===== src/hw/rtl/zncc_pkg.sv =====
// ----------------------------------------------------------------------------
// ZNCC package
// Sequencer states and fixed widths of the score search.
// ----------------------------------------------------------------------------
package zncc_pkg;

  localparam int PIX_W    = 8;
  localparam int CORR_W   = 16;
  localparam int ODD_W    = CORR_W + 1;
  localparam int ODD2_W   = 2 * ODD_W;
  localparam int RHS_SHIFT = 32;
  localparam int K_W      = 4;

  typedef enum logic [3:0] {
    ST_IDLE,
    ST_VAL,
    ST_VAR,
    ST_VBL,
    ST_VBR,
    ST_SAB,
    ST_PAB,
    ST_VPROD,
    ST_M2,
    ST_ODD2,
    ST_LHS,
    ST_DONE
  } zncc_state_t;

endpackage


===== src/hw/rtl/zncc_mul.sv =====
// ----------------------------------------------------------------------------
// ZNCC shift-add multiplier
// Shared unsigned multiplier, one multiplier bit per cycle, stops early.
// ----------------------------------------------------------------------------
module zncc_mul #(
  parameter int W = 134
) (
  input  logic         clk,
  input  logic         rst,
  input  logic         start,
  input  logic [W-1:0] a,
  input  logic [W-1:0] b,
  output logic         done,
  output logic [W-1:0] product
);

  logic [W-1:0] xa;
  logic [W-1:0] yb;
  logic [W-1:0] acc;

  always_ff @(posedge clk) begin
    if (rst) begin
      yb <= '0;
    end else if (start) begin
      yb <= b;
    end else if (yb != '0) begin
      yb <= yb >> 1;
    end
  end

  always_ff @(posedge clk) begin
    if (start) begin
      xa  <= a;
      acc <= '0;
    end else if (yb != '0) begin
      if (yb[0]) begin
        acc <= acc + xa;
      end
      xa <= xa << 1;
    end
  end

  assign done    = (yb == '0);
  assign product = acc;

endmodule


===== src/hw/rtl/zncc_image_similarity_core.sv =====
// ----------------------------------------------------------------------------
// ZNCC image similarity core
// Zero-mean normalized cross-correlation of two 8-bit pixel streams.
// ----------------------------------------------------------------------------
// Input: pixel pairs on s_*, s_tdata = {pixel_b, pixel_a}, s_tlast marks the
// final pair of an image. Non-final pairs are taken one per cycle and added
// to running sums. After the final pair, s_tready drops while one shared
// shift-add multiplier runs the score: six moment products, the energy
// product, the squared numerator, then a 16-step bitwise search of the
// rounded Q1.15 score with two products per step. Each product lasts longer
// the more significant bits its multiplier operand has (up to 50), and a
// constant image is flagged degenerate and skips the rest of the score.
// A result lands in an output register on m_*: m_tdata = correlation,
// m_tuser = {overflow, degenerate}. While the receiver stalls, the result
// holds and the core waits before clearing its sums and taking new pixels.
// Pairs beyond PIXEL_CAPACITY are dropped and flag overflow.
// Reset clears the sums, the sequencer and the output valid.
// ----------------------------------------------------------------------------
module zncc_image_similarity_core
  import zncc_pkg::*;
#(
  parameter int PIXEL_CAPACITY = 65536
) (
  input  logic        clk,
  input  logic        rst,
  input  logic        s_tvalid,
  output logic        s_tready,
  input  logic [15:0] s_tdata,   // [7:0] pixel_a, [15:8] pixel_b
  input  logic        s_tlast,
  output logic        m_tvalid,
  input  logic        m_tready,
  output logic [15:0] m_tdata,   // [15:0] correlation
  output logic [1:0]  m_tuser    // [0] degenerate, [1] overflow
);

  localparam int CW = $clog2(PIXEL_CAPACITY + 1);
  localparam int SW = CW + PIX_W;
  localparam int QW = CW + 2 * PIX_W;
  localparam int VW = 2 * CW + 2 * PIX_W;
  localparam int PW = 2 * VW;
  localparam int MW = PW + ODD2_W;

  zncc_state_t state, state_next;

  logic [CW-1:0] pixel_count;
  logic [SW-1:0] sum_first, sum_second;
  logic [QW-1:0] sum_first_squared, sum_second_squared, sum_cross_product;
  logic          overflow_seen;

  logic [VW-1:0]     tmp, va, vb, mag;
  logic              neg, degen, issued;
  logic [PW-1:0]     vprod;
  logic [MW-1:0]     rhs;
  logic [CORR_W-1:0] q, cand;
  logic [K_W-1:0]    k;
  logic [ODD_W-1:0]  odd;
  logic [ODD2_W-1:0] o2;

  logic          mul_start, mul_done, step_done, out_free, s_fire;
  logic [MW-1:0] mul_a, mul_b, prod;
  logic [VW-1:0] prod_v;
  logic [15:0]   corr_value;
  logic [PIX_W-1:0] pa, pb;

  assign pa        = s_tdata[PIX_W-1:0];
  assign pb        = s_tdata[2*PIX_W-1:PIX_W];
  assign s_tready  = (state == ST_IDLE);
  assign s_fire    = s_tvalid && s_tready;
  assign out_free  = !m_tvalid || m_tready;
  assign step_done = issued && mul_done;
  assign prod_v    = prod[VW-1:0];
  assign cand      = q | (CORR_W'(1) << k);
  assign odd       = {cand, 1'b0} - ODD_W'(1);

  zncc_mul #(.W(MW)) u_mul (
    .clk     (clk),
    .rst     (rst),
    .start   (mul_start),
    .a       (mul_a),
    .b       (mul_b),
    .done    (mul_done),
    .product (prod)
  );

  always_comb begin
    mul_a = '0;
    mul_b = '0;
    case (state)
      ST_VAL:   begin mul_a = MW'(pixel_count); mul_b = MW'(sum_first_squared); end
      ST_VAR:   begin mul_a = MW'(sum_first);   mul_b = MW'(sum_first);         end
      ST_VBL:   begin mul_a = MW'(pixel_count); mul_b = MW'(sum_second_squared); end
      ST_VBR:   begin mul_a = MW'(sum_second);  mul_b = MW'(sum_second);        end
      ST_SAB:   begin mul_a = MW'(pixel_count); mul_b = MW'(sum_cross_product); end
      ST_PAB:   begin mul_a = MW'(sum_first);   mul_b = MW'(sum_second);        end
      ST_VPROD: begin mul_a = MW'(va);          mul_b = MW'(vb);                end
      ST_M2:    begin mul_a = MW'(mag);         mul_b = MW'(mag);               end
      ST_ODD2:  begin mul_a = MW'(odd);         mul_b = MW'(odd);               end
      ST_LHS:   begin mul_a = MW'(vprod);       mul_b = MW'(o2);                end
      default:  begin mul_a = '0;               mul_b = '0;                     end
    endcase
  end

  always_ff @(posedge clk) begin
    if (rst) begin
      state <= ST_IDLE;
    end else begin
      state <= state_next;
    end
  end

  always_comb begin
    state_next = state;
    mul_start  = 1'b0;
    unique case (state)
      ST_IDLE: begin
        if (s_fire && s_tlast) begin
          state_next = ST_VAL;
        end
      end
      ST_VAL, ST_VBL, ST_SAB, ST_PAB, ST_VPROD, ST_M2, ST_ODD2: begin
        mul_start = !issued;
        if (step_done) begin
          unique case (state)
            ST_VAL:   state_next = ST_VAR;
            ST_VBL:   state_next = ST_VBR;
            ST_SAB:   state_next = ST_PAB;
            ST_PAB:   state_next = ST_VPROD;
            ST_VPROD: state_next = ST_M2;
            ST_M2:    state_next = ST_ODD2;
            default:  state_next = ST_LHS;
          endcase
        end
      end
      ST_VAR: begin
        mul_start = !issued;
        if (step_done) begin
          state_next = (tmp <= prod_v) ? ST_DONE : ST_VBL;
        end
      end
      ST_VBR: begin
        mul_start = !issued;
        if (step_done) begin
          state_next = (tmp <= prod_v) ? ST_DONE : ST_SAB;
        end
      end
      ST_LHS: begin
        mul_start = !issued;
        if (step_done) begin
          state_next = (k == '0) ? ST_DONE : ST_ODD2;
        end
      end
      ST_DONE: begin
        if (out_free) begin
          state_next = ST_IDLE;
        end
      end
      default: state_next = ST_IDLE;
    endcase
  end

  always_ff @(posedge clk) begin
    if (rst) begin
      issued <= 1'b0;
    end else if (mul_start) begin
      issued <= 1'b1;
    end else if (step_done) begin
      issued <= 1'b0;
    end
  end

  always_ff @(posedge clk) begin
    if (step_done) begin
      case (state)
        ST_VAL, ST_VBL, ST_SAB: tmp <= prod_v;
        ST_VAR: begin
          va    <= tmp - prod_v;
          degen <= (tmp <= prod_v);
        end
        ST_VBR: begin
          vb    <= tmp - prod_v;
          degen <= (tmp <= prod_v);
        end
        ST_PAB: begin
          neg <= (tmp < prod_v);
          mag <= (tmp < prod_v) ? (prod_v - tmp) : (tmp - prod_v);
        end
        ST_VPROD: vprod <= prod[PW-1:0];
        ST_M2: begin
          rhs <= prod << RHS_SHIFT;
          q   <= '0;
          k   <= K_W'(CORR_W - 1);
        end
        ST_ODD2: o2 <= prod[ODD2_W-1:0];
        ST_LHS: begin
          if (prod <= rhs) begin
            q <= cand;
          end
          k <= k - K_W'(1);
        end
        default: ;
      endcase
    end
  end

  always_ff @(posedge clk) begin
    if (rst || (state == ST_DONE && out_free)) begin
      pixel_count        <= '0;
      sum_first          <= '0;
      sum_second         <= '0;
      sum_first_squared  <= '0;
      sum_second_squared <= '0;
      sum_cross_product  <= '0;
      overflow_seen      <= 1'b0;
    end else if (s_fire) begin
      if (pixel_count == CW'(PIXEL_CAPACITY)) begin
        overflow_seen <= 1'b1;
      end else begin
        pixel_count        <= pixel_count + CW'(1);
        sum_first          <= sum_first + SW'(pa);
        sum_second         <= sum_second + SW'(pb);
        sum_first_squared  <= sum_first_squared + QW'(pa) * QW'(pa);
        sum_second_squared <= sum_second_squared + QW'(pb) * QW'(pb);
        sum_cross_product  <= sum_cross_product + QW'(pa) * QW'(pb);
      end
    end
  end

  always_comb begin
    if (degen) begin
      corr_value = '0;
    end else if (neg) begin
      corr_value = '0 - q;
    end else begin
      corr_value = q[CORR_W-1] ? 16'h7FFF : q;
    end
  end

  always_ff @(posedge clk) begin
    if (rst) begin
      m_tvalid <= 1'b0;
    end else if (state == ST_DONE && out_free) begin
      m_tvalid <= 1'b1;
    end else if (m_tready) begin
      m_tvalid <= 1'b0;
    end
  end

  always_ff @(posedge clk) begin
    if (state == ST_DONE && out_free) begin
      m_tdata <= corr_value;
      m_tuser <= {overflow_seen, degen};
    end
  end

endmodule


===== config.mk =====
export PLATFORM = sky130hd
export DESIGN_NAME = zncc_image_similarity_core
export DESIGN_NICKNAME = d
export VERILOG_FILES = /design/src/hw/rtl/zncc_pkg.sv /design/src/hw/rtl/zncc_mul.sv /design/src/hw/rtl/zncc_image_similarity_core.sv
export SDC_FILE = /design/constraint.sdc
export NUM_CORES = 2
export LEC_CHECK = 0
export BUFFER_PORTS_ARGS = -buffer_cell sky130_fd_sc_hd__buf_4
export CAP_MARGIN = 20
export CORE_MARGIN = 1.5
export CORE_UTILIZATION = 55
export CTS_BUF_LIST = sky130_fd_sc_hd__clkbuf_16
export DETAILED_ROUTE_END_ITERATION = 16
export PLACE_DENSITY_LB_ADDON = 0.05
export SYNTH_ARGS = -nofsm -noshare
export SYNTH_HDL_FRONTEND = slang
export SYNTH_SLANG_ARGS = --single-unit

===== constraint.sdc =====
create_clock -name clk -period 10.7 [get_ports clk]
set_input_delay 1.07 -clock clk [delete_from_list [all_inputs] [get_ports clk]]
set_output_delay 1.07 -clock clk [all_outputs]
set_load 0.01 [all_outputs]

# == Word level (Yosys, flattened, before mapping) ==
# Cells that the tools add are included.
# classes
n_shift,1
n_reduce_logical,36
eq_ne,19
addsub,12
order_cmp,3
n_mux,28
bitwise_logic,2
mul,3
# ops
op,count
100-bit case mux with 7 select lines,1
134-bit two-way mux,4
50-bit case mux with 9 select lines,1
134-bit adder,1
134-bit less-or-equal comparator,1
134-bit zero test,1
134-bit nonzero test,1
50-bit subtractor,2
33-bit by 16-bit adder with 33-bit output,3
25-bit by 8-bit adder with 25-bit output,2
50-bit less-or-equal comparator,1
50-bit < comparator,1
50-bit two-way mux,1
8-bit by 8-bit multiplier with 16-bit output,3
4-bit case mux with 6 select lines,2
16-bit two-way mux,2
4-bit two-way mux,8
16-bit case mux with 2 select lines,1
2-bit AND reduction,12
17-bit by 1-bit adder with 17-bit output (second input constant),1
17-bit == test (second input constant),1
17-bit by 1-bit subtractor with 17-bit output (second input constant),1
4-bit by 3-bit == test with 1-bit output (second input constant),4
4-bit == test (second input constant),4
other kinds (24),45
# totals
ff_bits,1051
inputBits,21
word_cells,130
output_inout_bits,20

# == Logic depth before layout (Yosys ltp) ==
# logic_depth
word_depth,5
mapped_depth,25
mapped_depth_nobuf,25

# == Hierarchy ==
# From an unflattened synthesis, not the netlist that was laid out.
# unflattened
hier_cells,6837
hier_area_um2,66176.0
# modules_own_cells
module,cells_each,seq_area_each_um2,instances,area_each_um2
zncc_image_similarity_core,4214,17757.0,1,42188.0
zncc_mul,2623,9389.0,1,23988.0

# == Least setup slack after synthesis ==
# Ideal clock, no wire load.
# synth_path
path_kind,register -> register
from,reg u_mul.yb[37]
to,"reg vprod[0], enable pin"
required_ps,10019
path_stages_with_launch,6
path_buffers,0
setup_time_ps,681
arrival_ps,8322
slack_ps,1697
cell_sequence,dfxtp_1 > nor4_1 > nand4_1 > nor4_1 > nand2_1 > nor3_1
# synth_between
elab_chain_len,3
# synth_lines
element,line,source
start: declaration,zncc_mul.sv:18,logic [W-1:0] yb;
start signal: assignment,zncc_mul.sv:27,yb <= yb >> 1;
134-bit zero test,zncc_mul.sv:43,assign done = (yb == '0);
1-bit logical AND,zncc_image_similarity_core.sv:70,assign step_done = issued && mul_done;
2-bit AND reduction (no line),-,
end signal: assignment,zncc_image_similarity_core.sv:187,ST_VPROD: vprod <= prod[PW-1:0];
end: declaration,zncc_image_similarity_core.sv:52,logic [PW-1:0] vprod;
# No other way between the ends.
# A chain may end at the register's enable or synchronous reset.

# == Final worst setup path ==
# layout_path
from,in s_tdata[1]
to,reg sum_first_squared[23]
# layout_between
elab_chain_len,2
# layout_lines
element,line,source
start: declaration,zncc_image_similarity_core.sv:28,"input logic [15:0] s_tdata,"
8-bit by 8-bit multiplier with 16-bit output,zncc_image_similarity_core.sv:221,sum_first_squared <= sum_first_squared + QW'(pa) * QW'(pa);
33-bit by 16-bit adder with 33-bit output,zncc_image_similarity_core.sv:221,
end signal: assignment,zncc_image_similarity_core.sv:221,
end: declaration,zncc_image_similarity_core.sv:47,"logic [QW-1:0] sum_first_squared, sum_second_squared, sum_cross_product;"
# No other way between the ends.

==> flow_metrics.tcl <==
set metrics [dict create \
    fillers 9494 \
    ys_ff_latch 967 \
    insertion_delay_ns 0.74 \
    wl_um 193000 \
    worstSetupPathType "in2reg" \
    pre_cts_ws_ns 3.538 \
    antenna_found_initial 8 \
    layout_common_cells "edfxtp_1 (610), nand2_1 (588), inv_1 (568), nor2_1 (527), a21oi_1 (515)" \
    synth_compound_area_share_pct 16.94 \
    crit_path_top_delay_cell "a31oi_1" \
    route.detailed.drc 0 \
    die-area_um2 112600 \
    stdcell_area_um2 66040 \
    p_seq_share_pct 35.0 \
    dpl_cell_area_um2 62270 \
    reg2reg_to "sum_first_squared[23]" \
    numCtsBuffers 107 \
    multi_input_area_um2 32210 \
    power.total_mw 15.28 \
    coreArea_um2 109300 \
    start_util_pct 55.64 \
    rsz0062_at_grt "false" \
    path_common_cell "inv_1" \
    synth-adder-area-share_pct 14.25 \
    hp-start "overflow_seen" \
    syn_to_final_growth_pct 8.592 \
    grt_first_pass_wirelength_um 290800 \
    drive_gt1_share_pct 5.290 \
    worstMarginPinSlew_ns 1.084 \
    period_share_pct 60.33 \
    cp_max_fo 13 \
    synth_fp_nets 7043 \
    fin_ws_ns 4.245 \
    synth_top_family_by_area "compound AO/OA/AOI/OAI gates" \
    whs_path_depth 0 \
    cts.sinks 967 \
    setup_tns_ns 0 \
    ant_nets 0 \
    yosysWarnings 0 \
    fin_crit_ns 6.455 \
    avgSynthCellArea_um2 9.492 \
    crit_arrival_ns 7.02 \
    routabilityCongestion 0.9764 \
    synth_top_flop_cell "edfxtp_1" \
    cp_slowest_stage_delay_ns 0.58 \
    cts-resized-gates 0 \
    synthCells 6407 \
    vdd_drop_max_v 0.0001575 \
    grt_overflow 0 \
    setup_viol 0 \
    dp_cells 7660 \
    seqCellArea_um2 25470 \
    final_nets 6932 \
    wl_per_cell_um 24.53 \
    drv_slew 0 \
    grt_pass1_vias 46530 \
    rows 121 \
    r2r_cells 22 \
    clkPwrFrac_pct 25.5 \
    netlist_area_um2 60810 \
    cap_viol_max_count 0 \
    synth.area.mux_share_pct 1.981 \
    p_per_area_nw_per_um2 231.4 \
    drt-initial-drc-count 5260 \
    ioPinCount 41 \
    port_buffers 40 \
    power.internal_mw 9.052 \
    holdPathEnd "m_tuser[1]" \
    endpoint_kind "register" \
    finalNonFillerCells 7867 \
    clock-root-buffer "clkbuf_16" \
    clock_tree.buffer_depth 3 \
    status "finished clean" \
    viasPerCell 6.205 \
    ys_types 79 \
    critical_path_required_ns 11.27 \
    power.leakage_nw 27.25 \
    synthXorXnorAreaFrac_pct 5.401 \
    hpwl_um 141600 \
    die-height_um 335.5 \
    async_reset_ff_share_pct 0 \
    hold_class "reg2reg" \
    cts_setup_buffers 0 \
    fin_skew_ns 0.05191 \
    hold_buffers 0 \
    swShare_pct 40.77 \
    drt_first_pass_iters 7 \
    slew_headroom_pct 27.04 \
    rrSetupSlack_ns 4.52 \
    reg2reg_from "sum_first_squared[4]" \
    finalHoldViolCount 0 \
    num_vias 48810 \
    htree_levels 3 \
    path_clk_slew_ns 0.06 \
    grtUsageTotal_pct 34.11 \
    cts_tree "yes" \
    mostFrequentLayoutCell "edfxtp_1" \
    combPwrFrac_pct 39.5 \
    fp.dieW_um 335.5 \
    crit_path_start_kind "input pin" \
    ys_seq_area_share_pct 41.87 \
    switchingPower_mw 6.232 \
    yosys.area_share.simple_pct 14.16 \
    grt_max_degree 116 \
    synth_edf_count 610 \
    fmax_mhz 154.9 \
]
-- worst max-delay path by stage --
| stage | from | end | cells after the start |
|---|---|---|---|
| 5_1_grt | s_tdata[1] | sum_first_squared[25] | 26 |
| 2_1_floorplan | u_mul.yb[37] | vprod[0] | 5 |
| 3_5_place_dp | s_tdata[1] | sum_first_squared[31] | 26 |
| 3_3_place_gp | s_tdata[1] | sum_first_squared[23] | 26 |
| 6_report | s_tdata[1] | sum_first_squared[23] | 26 |
| 4_1_cts | s_tdata[1] | sum_first_squared[25] | 26 |
-- area by class of cell --
cell class                 instances  share of cell area, %
tap                             1476                  2.797
sequential                       967                  38.57
clock buffer                     108                  4.092
inverter                         557                  3.166
timing repair buffer              89                  1.057
clock inverter                    95                  1.544
multi-input combinational       4574                  48.77
antenna                            1               0.003789
-- per-layer routing --
layer | share of wire, % | up-vias | track usage, %
li1 | - | 22690 | -
met1 | 44 | 23790 | 49.76
met2 | 43 | 2044 | 50.91
met3 | 9.6 | 294 | 6.653
met4 | 3.1 | 2 | 10.63
met5 | 0.0047 | - | 0
-- worst max-delay path, delay by kind of cell --
kind / cells / cell delay [ns]
AO/OA/AOI/OAI: 9 / 2.44
XOR/XNOR: 1 / 0.17
adder cells (fa/ha/maj): 6 / 2.22
buffers and inverters: 7 / 0.70
AND/OR/NAND/NOR: 3 / 0.41
-- per-stage QoR --
step	hold slack (ns)	util [%]
CTS	0.4467	60.37
floorplan	0.4088	-
detailed placement	0.4336	56.97
global route	0.4619	60.41
finish	0.4460	60.42
global placement	0.4154	56.96
-- kinds of logic after synthesis --
family | count (synthesis)
compound gates | 1601
xor+xnor | 375
fa+ha+maj | 615
buf+inv | 866
flops | 967
mux | 119
simple gates | 1864
-- sequential cells by signal, indices dropped and copies added (netlist names), 16 cells and up --
signal and cells:
va 50, sum_second 25, sum_cross_product 33, vprod 100, sum_first 25, pixel_count 17
o2 34, tmp 50, rhs 102, u_mul.product 134, m_tdata 16, vb 50
mag 50, sum_second_squared 33, sum_first_squared 33, q 16, u_mul.xa 134, u_mul.yb 50
-- Yosys cell counts, types with 108 or more instances --
master    instances  area [µm²]
nand4_1         127       794.5
dfxtp_1         357        7147
nor2_1          534        2004
a21o_1          165        1239
a21oi_1         515        2577
mux2i_1         108        1081
nand3_1         139       695.7
edfxtp_1        610       18320
clkbuf_1        266       998.5
ha_1            486        6081
xor2_1          150        1314
o21ai_0         306        1531
nand2_1         589        2211
inv_1           554        2079
xnor2_1         225        1971
fa_1            129        2582
-- power by group through the flow --
| stage | Combinational [mW] | Sequential, mW | Clock (mW) |
|---|---|---|---|
| after floorplan | 4.52 | 4.92 | 0 |
| after global placement | 5.89 | 5.38 | 0 |
| after detailed placement | 5.94 | 5.39 | 0 |
| after CTS | 5.98 | 5.31 | 3.95 |
| after global routing | 6.71 | 5.37 | 4.08 |
| final | 6.04 | 5.34 | 3.90 |
Power figures use the tool's default switching activity.
